==> config.mk <==
export PLATFORM = sky130hd
export DESIGN_NAME = circle_point_generator_core
export DESIGN_NICKNAME = d
export VERILOG_FILES = /design/src/hw/rtl/cpg_pkg.sv /design/src/hw/rtl/cpg_front.sv /design/src/hw/rtl/cpg_queue.sv /design/src/hw/rtl/cpg_back.sv /design/src/hw/rtl/circle_point_generator_core.sv
export VERILOG_INCLUDE_DIRS = /design/src /design/src/hw/rtl
export SDC_FILE = /design/constraint.sdc
export NUM_CORES = 1
export LEC_CHECK = 0
export BUFFER_PORTS_ARGS = -buffer_cell sky130_fd_sc_hd__buf_2
export CAP_MARGIN = 5
export CORE_ASPECT_RATIO = 1.75
export CORE_MARGIN = 2
export CORE_UTILIZATION = 50
export CTS_CLUSTER_SIZE = 14
export DETAILED_ROUTE_END_ITERATION = 10
export PLACE_DENSITY = 0.68
export REMOVE_ABC_BUFFERS = 1
export SLEW_MARGIN = 15
export SYNTH_ARGS = -nofsm -noshare
export SYNTH_HDL_FRONTEND = slang
export SYNTH_SLANG_ARGS = --single-unit
==> constraint.sdc <==
create_clock -name clk -period 5.7 [get_ports clk]
set_clock_uncertainty 0.2 [all_clocks]
set_input_delay 1.425 -clock clk [delete_from_list [all_inputs] [get_ports clk]]
set_output_delay 1.425 -clock clk [all_outputs]
set_load 0.1 [all_outputs]
==> src/hw/rtl/circle_point_generator_core_defines.svh <==
// ----------------------------------------------------------------------------
// circle_point_generator_core_defines
// Assertion macros shared by the circle point generator RTL.
// ----------------------------------------------------------------------------
`ifndef CIRCLE_POINT_GENERATOR_CORE_DEFINES_SVH
`define CIRCLE_POINT_GENERATOR_CORE_DEFINES_SVH

// Same-cycle implication, checked outside reset.
`define CPG_ASSERT_NOW(label, ante, cons, msg) \
  label: assert property (@(posedge clk) disable iff (rst) (ante) |-> (cons)) else $error(msg);

// Next-cycle implication, checked outside reset.
`define CPG_ASSERT_NEXT(label, ante, cons, msg) \
  label: assert property (@(posedge clk) disable iff (rst) (ante) |=> (cons)) else $error(msg);

`endif

==> src/hw/rtl/cpg_pkg.sv <==
// ----------------------------------------------------------------------------
// cpg_pkg
// Types and constants of the midpoint circle point generator.
// ----------------------------------------------------------------------------
`default_nettype none

package cpg_pkg;

  localparam logic REQ_START = 1'b0;
  localparam logic REQ_STEP  = 1'b1;

  localparam int CoordW    = 8;
  localparam int DecisionW = 14;
  localparam int PointsPerStep = 8;
  localparam int PtIdxW    = $clog2(PointsPerStep);
  localparam logic [PtIdxW-1:0] LastPtIdx = PtIdxW'(PointsPerStep - 1);

  localparam int QueueDepth = 2;
  localparam int QPtrW      = (QueueDepth > 1) ? $clog2(QueueDepth) : 1;
  localparam int QCntW      = $clog2(QueueDepth + 1);

  typedef struct packed {
    logic              req_type;
    logic [CoordW-1:0] center_x;
    logic [CoordW-1:0] center_y;
    logic [CoordW-1:0] radius;
  } req_t;

  typedef struct packed {
    logic [CoordW-1:0] point_x;
    logic [CoordW-1:0] point_y;
    logic              last;
    logic              circle_done;
  } point_t;

  // One step's worth of work: centre, offsets and whether it ends the circle.
  typedef struct packed {
    logic [CoordW-1:0] cx;
    logic [CoordW-1:0] cy;
    logic [CoordW-1:0] x;
    logic [CoordW-1:0] y;
    logic              done;
  } step_cmd_t;

  typedef struct packed {
    logic      valid;
    step_cmd_t cmd;
  } cmd_push_t;

  typedef struct packed {
    logic      valid;
    step_cmd_t cmd;
  } cmd_head_t;

endpackage

`default_nettype wire

==> src/hw/rtl/cpg_front.sv <==
// ----------------------------------------------------------------------------
// cpg_front
// Accepts requests, keeps the circle state and queues one command per step of a running circle.
// ----------------------------------------------------------------------------
`default_nettype none

module cpg_front (
  input  wire logic          clk,
  input  wire logic          rst,
  input  wire logic          req_valid,
  output logic               req_ready,
  input  wire cpg_pkg::req_t req,
  input  wire logic          q_full,
  output cpg_pkg::cmd_push_t push
);
  import cpg_pkg::*;

  logic [CoordW-1:0]           centre_col;
  logic [CoordW-1:0]           centre_row;
  logic [CoordW-1:0]           offset_major;
  logic [CoordW-1:0]           offset_minor;
  logic signed [DecisionW-1:0] decision;
  logic                        active;

  logic                        accept;
  logic signed [CoordW:0]      nx;
  logic signed [CoordW+1:0]    ny;
  logic signed [DecisionW-1:0] f_mid;
  logic signed [DecisionW-1:0] decision_next;
  logic                        done;

  assign req_ready = !q_full;
  assign accept    = req_valid && req_ready;

  // Midpoint decision update
  always_comb begin
    nx    = $signed({1'b0, offset_major});
    f_mid = decision;
    if (!decision[DecisionW-1]) begin
      nx    = nx - 9'sd1;
      f_mid = decision - (DecisionW'(nx) <<< 2);
    end
    ny            = $signed({2'b00, offset_minor}) + 10'sd1;
    decision_next = f_mid + (DecisionW'(ny) <<< 2) + 14'sd2;
    done          = $signed({nx[CoordW], nx}) < ny;
  end

  assign push.valid    = accept && (req.req_type == REQ_STEP) && active;
  assign push.cmd.cx   = centre_col;
  assign push.cmd.cy   = centre_row;
  assign push.cmd.x    = offset_major;
  assign push.cmd.y    = offset_minor;
  assign push.cmd.done = done;

  always_ff @(posedge clk) begin
    if (rst) begin
      centre_col   <= '0;
      centre_row   <= '0;
      offset_major <= '0;
      offset_minor <= '0;
      decision     <= '0;
      active       <= 1'b0;
    end else if (accept) begin
      if (req.req_type == REQ_START) begin
        centre_col   <= req.center_x;
        centre_row   <= req.center_y;
        offset_major <= req.radius;
        offset_minor <= '0;
        decision     <= 14'sd3 - $signed({5'b0, req.radius, 1'b0});
        active       <= 1'b1;
      end else if (active) begin
        if (done) begin
          active <= 1'b0;
        end else begin
          offset_major <= nx[CoordW-1:0];
          offset_minor <= ny[CoordW-1:0];
          decision     <= decision_next;
        end
      end
    end
  end

endmodule

`default_nettype wire

==> src/hw/rtl/cpg_queue.sv <==
// ----------------------------------------------------------------------------
// cpg_queue
// Short FIFO of step commands between the front and the back.
// ----------------------------------------------------------------------------
`default_nettype none

module cpg_queue (
  input  wire logic               clk,
  input  wire logic               rst,
  input  wire cpg_pkg::cmd_push_t push,
  input  wire logic               pop,
  output logic                    full,
  output cpg_pkg::cmd_head_t      head
);
  import cpg_pkg::*;

  step_cmd_t        mem [QueueDepth];
  logic [QPtrW-1:0] wr_ptr;
  logic [QPtrW-1:0] rd_ptr;
  logic [QCntW-1:0] count;
  logic             do_push;
  logic             do_pop;

  assign full       = (count == QCntW'(QueueDepth));
  assign head.valid = (count != '0);
  assign head.cmd   = mem[rd_ptr];
  assign do_push    = push.valid && !full;
  assign do_pop     = pop && head.valid;

  function automatic logic [QPtrW-1:0] ptr_inc(input logic [QPtrW-1:0] p);
    ptr_inc = (p == QPtrW'(QueueDepth - 1)) ? '0 : p + 1'b1;
  endfunction

  always_ff @(posedge clk) begin
    if (do_push) begin
      mem[wr_ptr] <= push.cmd;
    end
  end

  always_ff @(posedge clk) begin
    if (rst) begin
      wr_ptr <= '0;
      rd_ptr <= '0;
      count  <= '0;
    end else begin
      if (do_push) begin
        wr_ptr <= ptr_inc(wr_ptr);
      end
      if (do_pop) begin
        rd_ptr <= ptr_inc(rd_ptr);
      end
      if (do_push && !do_pop) begin
        count <= count + 1'b1;
      end else if (do_pop && !do_push) begin
        count <= count - 1'b1;
      end
    end
  end

endmodule

`default_nettype wire

==> src/hw/rtl/cpg_back.sv <==
// ----------------------------------------------------------------------------
// cpg_back
// Walks the eight symmetric points of the command at the queue head.
// ----------------------------------------------------------------------------
`default_nettype none

module cpg_back (
  input  wire logic               clk,
  input  wire logic               rst,
  input  wire cpg_pkg::cmd_head_t head,
  output logic                    pop,
  output logic                    point_valid,
  input  wire logic               point_ready,
  output cpg_pkg::point_t         point
);
  import cpg_pkg::*;

  logic [PtIdxW-1:0] idx;
  logic [CoordW-1:0] a;
  logic [CoordW-1:0] b;
  logic              fire;

  assign point_valid = head.valid;
  assign fire        = point_valid && point_ready;
  assign pop         = fire && (idx == LastPtIdx);

  // idx[2] swaps the octant pair, idx[0] negates the column, idx[1] the row
  always_comb begin
    a = idx[2] ? head.cmd.y : head.cmd.x;
    b = idx[2] ? head.cmd.x : head.cmd.y;
    point.point_x     = idx[0] ? head.cmd.cx - a : head.cmd.cx + a;
    point.point_y     = idx[1] ? head.cmd.cy - b : head.cmd.cy + b;
    point.last        = (idx == LastPtIdx);
    point.circle_done = (idx == LastPtIdx) && head.cmd.done;
  end

  always_ff @(posedge clk) begin
    if (rst) begin
      idx <= '0;
    end else if (fire) begin
      idx <= idx + 1'b1;
    end
  end

endmodule

`default_nettype wire

==> src/hw/rtl/circle_point_generator_core.sv <==
// ----------------------------------------------------------------------------
// circle_point_generator_core
// Midpoint circle rasterizer: start loads a circle, each step while it runs emits 8 points.
// ----------------------------------------------------------------------------
//  channel   signals                          payload
//  request   req_valid / req_ready            req   (cpg_pkg::req_t)
//  point     point_valid / point_ready        point (cpg_pkg::point_t)
//
//  A running circle's step request yields 8 points on the point channel, one
//  point per cycle while point_ready is high, walked by the back end's point
//  counter. Start requests and idle steps emit nothing. The front end takes a
//  new request every cycle while the two-entry command queue has room.
//  Reset (rst, synchronous) leaves the block idle with the queue empty.
// ----------------------------------------------------------------------------
`default_nettype none

`include "circle_point_generator_core_defines.svh"

module circle_point_generator_core (
  input  wire logic          clk,
  input  wire logic          rst,
  input  wire logic          req_valid,
  output logic               req_ready,
  input  wire cpg_pkg::req_t req,
  output logic               point_valid,
  input  wire logic          point_ready,
  output cpg_pkg::point_t    point
);
  import cpg_pkg::*;

  cmd_push_t push;
  cmd_head_t head;
  logic      q_full;
  logic      pop;

  cpg_front u_front (
    .clk       (clk),
    .rst       (rst),
    .req_valid (req_valid),
    .req_ready (req_ready),
    .req       (req),
    .q_full    (q_full),
    .push      (push)
  );

  cpg_queue u_queue (
    .clk  (clk),
    .rst  (rst),
    .push (push),
    .pop  (pop),
    .full (q_full),
    .head (head)
  );

  cpg_back u_back (
    .clk         (clk),
    .rst         (rst),
    .head        (head),
    .pop         (pop),
    .point_valid (point_valid),
    .point_ready (point_ready),
    .point       (point)
  );

  `CPG_ASSERT_NOW(a_done_on_last, point_valid && point.circle_done, point.last, "done without last")
  `CPG_ASSERT_NOW(a_pop_nonempty, pop, head.valid, "pop from empty queue")
  `CPG_ASSERT_NEXT(a_push_kept, push.valid && !pop, head.valid, "pushed command lost")

endmodule

`default_nettype wire

# Word level (Yosys, flattened, before mapping)
# Memory sizes are Yosys's and may differ from the RTL's. A register that Yosys moved wholly into a read port is not among the register bits.
# Index checks and enable logic that the tools add are counted.
# classes
n_addsub	15
multipliers	0
n_div	0
order_cmp	1
eq_ne	4
n_shift	0
muxes	26
n_bitwise	1
reduce_logical	17
# op_table
cell	n
two-way mux 8 bit	10
two-way mux 14 bit	4
adder 8 bit	2
subtractor 8 bit	2
adder 14 x 12 -> 14 bit	1
adder 14 x 3 -> 14 bit (second input constant)	1
subtractor 14 x 11 -> 14 bit	1
logical AND 1 bit	10
less-than comparator 9 x 10 -> 1 bit	1
subtractor 2 x 9 -> 10 bit (first input constant)	1
adder 8 x 1 -> 9 bit (second input constant)	1
two-way mux 1 bit	9
two-way mux 9 bit	1
subtractor 8 x 1 -> 9 bit (second input constant)	1
two-way mux 2 bit	2
nonzero test 2 bit	2
adder 3 x 1 -> 3 bit (second input constant)	1
equality test 3 bit (second input constant)	1
logical NOT 1 bit	3
AND reduction 3 bit	1
adder 1 bit (second input constant)	2
adder 2 x 1 -> 2 bit (second input constant)	1
equality test 2 bit (second input constant)	1
inequality test 2 x 1 -> 1 bit (second input constant)	1
other kinds (4)	4
# word_totals
regBits	54
latchBits	0
mem_bits_rw	66
romBits	0
in_bits	29
output_inout_bits	20
wordCells	75
memories	1
# memory_table
memory	depth	word_bits	rd	rd_clocked_by_memory_dff	write_ports	line	source
u_queue.mem	2	33	1	1	1	cpg_queue.sv:17	step_cmd_t mem [QueueDepth];

# Depth between registers and ports, before layout
# Gate-level depths: netlist of run 1.
# logic_depth
ltp_word	10
ltp_mapped	18
mapped_depth_nobuf	18

# Modules after synthesis
# A second synthesis of run 1 with hierarchy kept.
# hier_totals
hier_cells	769
area_unflattened_um2	7611.0
# modules_own_cells
mod	instances	cells_per_inst	area_each_um2	seq_area_each_um2
cpg_front	1	491	3748.6	920.9
cpg_queue	1	128	2593.7	2082.0
cpg_back	1	150	1268.7	60.1

# Least setup slack after synthesis of run 1
# No wires, ideal clock.
# synth_timing
path_type	register -> output
start	register (tool-made name)
end	output port point[9] (netlist name)
arrival_time_ns	4.307
required_ns	4.075
slack_ns	-0.232
path_stages_with_launch	15
n_path_buf	4
path_cell_list	dfxtp_1 -> buf_2 -> buf_4 -> buf_2 -> buf_1 -> mux2_2 -> ha_1 -> nor2b_1 -> o21ai_0 -> a21boi_0 -> o21ai_0 -> nand2b_1 -> a21o_1 -> a21oi_1 -> xnor2_1
# synth_rtl
item	line	source
end, declared	circle_point_generator_core.sv:27	output cpg_pkg::point_t point

==> summary.txt, run 1 <==
Outcome
  – Status: finished, final reports clean

CTS
  – # Post-CTS Setup Buffers: 0
  – Worst-path clk slew: 60 ps
  – CTS tree: built
  – Worst-Skew Late Latency: ~410 ps
  – H-tree levels: 4
  – TritonCTS Buffers: 17
  – Clock buffer depth: 2
  – Clock tree sinks: 120
  – CTS root buffer: clkbuf_16

Logic synthesis
  – Most used DFF post-synth: edfxtp_1
  – FF+latch count, synth: 120
  – Dominant cell type by area after synthesis: edfxtp_1
  – Post-synth top cells: nand2_1 (75), edfxtp_1 (66), nor2_1 (61)
  – Fraction of registers with async set/reset: 0%
  – Yosys warns: 0
  – Post-synth EDFFs: 66
  – Synthesized cell area: just over 0.007 sq mm
  – Top-area cell type share of the netlist area: 27.3%
  – Post-synthesis average cell area: 9.89 sq um
  – Register area share after synthesis: 42.2%
  – Synth Instances: between 700 and 800
  – Synth area leaders: edfxtp_1 (27%), dfxtp_1 (15%), ha_1 (8.8%), xnor2_1 (4.2%), a21oi_1 (4.0%)
  – Yosys cell types: 60
  – Most common cell in the netlist: nand2_1

Min path
  – Worst hold endpoint: u_queue.mem[1][31]
  – Hold path start: u_front.centre_col[6]
  – Cell depth of the worst hold path: 0
  – HP Class: reg2reg

Placement
  – RD Place Congestion: between 0.9 and 1
  – Placed insts: 942
  – I/O Buffers: 48
  – Hpwl dp: 12100 um
  – Placed inst area: between 0.007 and 0.008 sq mm

Layout
  – Final nets: 865
  – Footprint of the multi-input gates: 0.00389 sq mm
  – Post-Layout Cell Count: 974
  – Finished Cell Area: 0.00828 sq mm
  – FF/Latch Area: 0.00306 sq mm
  – Number of antenna diodes: 0
  – Layout area overhead: 14.0%
  – Fillers: about 1200
  – Layout cells sized above 1: 16.6%

Power
  – Worst vdd ir: about 0.2 mV
  – Leak pwr: 3.26 nW
  – Pwr dens: 345 mW/mm^2

STA
  – # setup viols final: 0
  – Max Fclk: 185 MHz
  – RSZ-0062 raised after global routing: no
  – Rel. slew slack: approximately a third
  – Final hold vios: 0
  – Worst hold slack: 255 ps
  – TNS Setup: 0 ps
  – Final period util: 94.8%
  – Worst-margin pin slew: about 990 ps
  – Clock period minus worst slack: 5400 ps
  – Slew Viols, Final: 0

Critical path
  – Worst Path Class, Setup: reg2out
  – Reg2reg end: u_front.decision[13]
  – Crit path max fanout: 6
  – Cells on worst reg2reg path: 17
  – CP startpoint kind: flip-flop
  – Arr. time, crit path: between 3000 and 4000 ps
  – Worst EP required: 4070 ps
  – R2r startpoint: u_front.offset_major[0]
  – Worst R2R Setup Slack: ~1200 ps
  – CP endpoint kind: output port

Floorplanning
  – Die width: around 95 um
  – Initial cell density of the core: 50.8%
  – Die ar.: 0.0155 sq mm
  – # IOs: 49
  – Row count: 58
  – Die Y: ~160 um
  – Core area: about 0.014 sq mm

Routing
  – Starting DRT DRC Count: 316
  – DR vias/cell: 5.69
  – Final WL: 16600 um
  – DRT Pass-1 Iters: 7
  – DR DRC count: 0
  – Routed WL per cell: 17.1 um
  – Final ANT Viol Nets: 0
  – Via count: 5545

Job
  – MaxCap Viol Count: 0

Global routing
  – Remaining Overflow, GRT: 0
  – Global-route wire length before repair: 27000 um
  – Largest net degree at the start of global routing: 51
  – Initial antenna violation count: 0
  – Gr usage total: 22.8%
  – Vias in the first global route: 5649
[cell type report]
| type | instances | share of cell area, % |
|---|---|---|
| clock buffers | 22 | 5.75 |
| clock inverters | 10 | 1.44 |
| inverters | 44 | 2.00 |
| multi-input cells | 541 | 47.0 |
| flip-flops and latches | 120 | 37.0 |
| well taps | 180 | 2.72 |
| repair buffers | 57 | 4.08 |
[worst max-delay path, stage by stage, from the launching register on]
cell      delay, ps
dfxtp_2         420
mux4_2          580
inv_1           100
ha_1            230
mux2i_1         230
ha_1            280
nor2b_1         120
o21ai_0         220
a21boi_0        150
o21ai_0         160
nand2b_1        110
a21o_1          190
a21oi_1         160
xnor2_1         190
buf_12          210
[flip-flops by register name, indices dropped and copies added, names as in the netlist, named ones only]
name                  cells
u_queue.wr_ptr            1
u_front.active            1
u_queue.rd_ptr            1
u_queue.mem              66
u_queue.count             2
u_front.offset_major      8
u_front.centre_row        8
u_back.idx                3
u_front.centre_col        8
u_front.decision         13
u_front.offset_minor      8
[report_power, final]
part	switching (mW)	leakage, nW	internal (mW)
logic	0.509	1.93	0.306
clock network	0.385	0.281	0.681
registers	0.0291	1.05	0.946
total	0.923	3.26	1.93
[per-layer routing]
metal / routed length [um] / vias up / track usage (%)
li1: - / 2709 / -
met1: 6110 / 2632 / 22.9
met2: 9210 / 148 / 42.7
met3: 550 / 56 / 4.11
met4: 777 / 0 / 12.6
met5: 0 / - / 0
[stage by stage]
| step | util (%) | worst slack [ps] | power [mW] |
|---|---|---|---|
| after global routing | 57.9 | 9.40 | 3.01 |
| final | 57.9 | 298 | 2.86 |
| after CTS | 57.9 | 173 | 2.87 |
| after global placement | 53.7 | 760 | 1.77 |
| after floorplan | - | -756 | 1.61 |
| after detailed placement | 53.7 | 622 | 1.80 |
[cells in the final DEF (no fill, tap or decap), types with 5 or more instances in the layout]
cell / n
clkbuf_16: 18
o21a_1: 7
o211ai_1: 6
a21o_1: 7
buf_4: 9
inv_1: 42
dfxtp_1: 53
o21bai_1: 5
edfxtp_1: 66
mux4_2: 8
xor2_1: 31
nor2b_1: 11
nand2b_1: 5
a21oi_1: 58
nand2_1: 75
buf_2: 46
nor3_1: 17
or3_1: 5
o21ai_0: 31
mux2i_1: 20
a211oi_1: 13
a31oi_1: 7
mux2_2: 17
nand3_1: 12
ha_1: 51
nor2_1: 59
xnor2_1: 35
or2_2: 7
[worst max path at each step]
stage	from	end	slack, ps	cells past startpoint
6_report	flip-flop	point[9]	300	14
4_1_cts	flip-flop	point[17]	170	14
3_3_place_gp	flip-flop	point[17]	760	14
5_1_grt	flip-flop	point[17]	9	14
2_1_floorplan	flip-flop	point[17]	-760	12
3_5_place_dp	flip-flop	point[17]	620	14
[kinds of logic (layout without fill, tap and decap cells)]
group	after synthesis	in the layout	synth area share, %
AND/OR/NAND/NOR	211	211	13.2
flip-flops	120	120	42.2
XOR/XNOR	66	66	7.97
AO/OA/AOI/OAI	164	164	14.5
multiplexers	45	45	7.88
buffers and inverters	73	133	4.28
adder cells (fa/ha/maj)	55	55	9.90
[what timing repair did]
action                                 in CTS  in global routing
setup endpoints to repair                   0                  1
hold buffers                                0                  0
resized for setup                           0                  1
endpoints found under the hold margin       0                  0
Note: power is estimated with default switching activity, not from simulation.
==> inputs of run 2 (changes only) <==
Settings changed: BUFFER_PORTS_ARGS -buffer_cell sky130_fd_sc_hd__buf_2 to not set, DONT_BUFFER_PORTS set to 1, PLACE_DENSITY 0.68 to not set.
==> summary.txt, run 2 (synthesis gave the netlist of run 1 again) <==
Outcome
  – Status: finished, final reports clean

Min path
  – Hold path start: u_front.centre_row[4]
  – Cell depth of the worst hold path: 0
  – HP Class: reg2reg
  – Worst hold endpoint: u_queue.mem[0][21]

Placement
  – I/O Buffers: 0
  – RD Place Congestion: 0.887
  – Placed insts: 909
  – Hpwl dp: around 13000 um

Critical path
  – R2r startpoint: u_front.offset_major[0]
  – Reg2reg end: u_front.decision[13]
  – CP endpoint kind: output port
  – Arr. time, crit path: 3820 ps
  – Worst EP required: 4070 ps
  – Worst Path Class, Setup: reg2out
  – CP startpoint kind: flip-flop
  – Worst R2R Setup Slack: 1230 ps
  – Cells on worst reg2reg path: 17
  – Crit path max fanout: 6

STA
  – Worst-margin pin slew: ~1100 ps
  – Max Fclk: 184 MHz
  – RSZ-0062 raised after global routing: no
  – Worst hold slack: 252 ps
  – # setup viols final: 0
  – Final period util: 95.6%
  – Clock period minus worst slack: 5450 ps
  – Final hold vios: 0
  – Rel. slew slack: 28.5%
  – Slew Viols, Final: 0

Routing
  – Final ANT Viol Nets: 0
  – DR DRC count: 0
  – Routed WL per cell: 18.1 um
  – DR vias/cell: roughly 5.7
  – Final WL: roughly 17000 um
  – DRT Pass-1 Iters: 4
  – Via count: 5363
  – Starting DRT DRC Count: 199

Power
  – Cell-internal power: 1.94 mW
  – NetSw: 898 uW
  – Logic pwr share: 28.2%
  – Pwr dens: 344 mW/mm^2
  – Leak pwr: 3.19 nW
  – Worst vdd ir: 0.192 mV
  – Final Total Pwr: 2.84 mW
  – Seq pwr share: 34.4%
  – Clock power share: a little under two fifths
  – Switching Share: 31.6%

Layout
  – Layout area overhead: 13.6%
  – Layout cells sized above 1: 15.1%
  – Biggest regs: u_queue.mem (66), u_front.decision (13)
  – Final nets: 832
  – Largest register FFs: 66
  – Most common cell after layout, fill and taps aside: nand2_1
  – Top reg by flops: u_queue.mem
  – Post-Layout Cell Count: 941
  – Most frequent cells in the layout: nand2_1 (75), edfxtp_1 (66), a21oi_1 (58)
  – Number of antenna diodes: 0

CTS
  – Post_cts resized: 0
  – Worst-path clk slew: approximately 60 ps
  – # Post-CTS Setup Buffers: 0
  – H-tree levels: 4
  – Worst-Skew Late Latency: 400 ps
  – Clock buffer depth: 2
  – CTS root buffer: clkbuf_16
  – TritonCTS Buffers: 17
  – CTS tree: built
  – Hold_buf cts: 0
  – Clock tree sinks: 120

Global routing
  – Largest net degree at the start of global routing: 51
  – Remaining Overflow, GRT: 0
  – Global-route wire length before repair: 28100 um
  – Gr usage total: 23.8%
  – Initial antenna violation count: 0
  – Vias in the first global route: roughly 5800

Floorplanning
  – Die ar.: 0.0155 sq mm
  – Row count: 58
  – Core area: 0.0143 sq mm
  – Die Y: 163 um
  – Initial cell density of the core: 50.8%
  – Die width: around 95 um
  – # IOs: 49

Job
  – MaxCap Viol Count: 0
==> run 2: cell count changes in the layout (fill, tap and decap cells not counted), moves of 2 or more <==
| cell | delta |
|---|---|
| buf_2 | -46 |
| buf_4 | +12 |
| xnor2_1 | -6 |
| xnor2_2 | +6 |
| xor2_1 | -4 |
| xor2_2 | +4 |
| clkinv_2 | +3 |
| mux2i_1 | -2 |
| mux2i_2 | +2 |
| nor2_1 | -2 |
| nor2_2 | +2 |
==> run 2: how the worst max path moves through the flow <==
stage | end | slack [ps] | depth (start not counted)
final | point[9] | 250 | 14
after global routing | point[9] | 6 | 14
after CTS | point[9] | 130 | 14
after detailed placement | point[9] | 580 | 14
after global placement | point[9] | 680 | 14
after floorplan | point[17] | -760 | 12
==> run 2: area by class of cell <==
class / instances / area, sq um
flip-flops and latches: 120 / 3070
well taps: 180 / 225
clock inverters: 13 / 155
multi-input cells: 541 / 3980
repair buffers: 24 / 218
inverters: 44 / 165
fillers: 1222 / 6050
clock buffers: 19 / 433
==> run 2: worst max-delay path, stage by stage, from the launching register on <==
cell      delay [ps]
dfxtp_4          390
mux4_2           570
inv_1            110
ha_1             240
mux2i_2          220
ha_1             270
nor2b_1          140
o21ai_1          180
a21boi_0         160
o21ai_0          180
nand2b_1         130
a21o_1           190
a21oi_1          240
xnor2_2          180
buf_12           210
==> run 2: power by group through the flow <==
stage / clock network (mW) / registers [mW] / logic [mW]
after floorplan: 0 / 0.987 / 0.625
after global placement: 0 / 0.990 / 0.778
after detailed placement: 0 / 0.993 / 0.799
after CTS: 1.08 / 0.975 / 0.804
after global routing: 1.12 / 0.979 / 0.889
final: 1.06 / 0.975 / 0.800
==> run 2: through the flow <==
| stage | TNS (ps) | util (%) | area, sq um | worst slack [ps] |
|---|---|---|---|---|
| floorplan | -4650 | - | 7110 | -756 |
| global placement | 0 | 53.5 | 7640 | 682 |
| detailed placement | 0 | 53.5 | 7640 | 576 |
| CTS | 0 | 57.6 | 8230 | 129 |
| global route | 0 | 57.6 | 8240 | 5.96 |
| finish | 0 | 57.6 | 8240 | 252 |
==> run 2: layer usage <==
metal | share of wire [%] | global-route usage [%] | vias up
met5 | 0 | 0 | -
met4 | 3.9 | 11.7 | 0
met3 | 3.4 | 4.52 | 33
met2 | 57 | 45.8 | 123
met1 | 35 | 23.2 | 2576
li1 | - | - | 2631
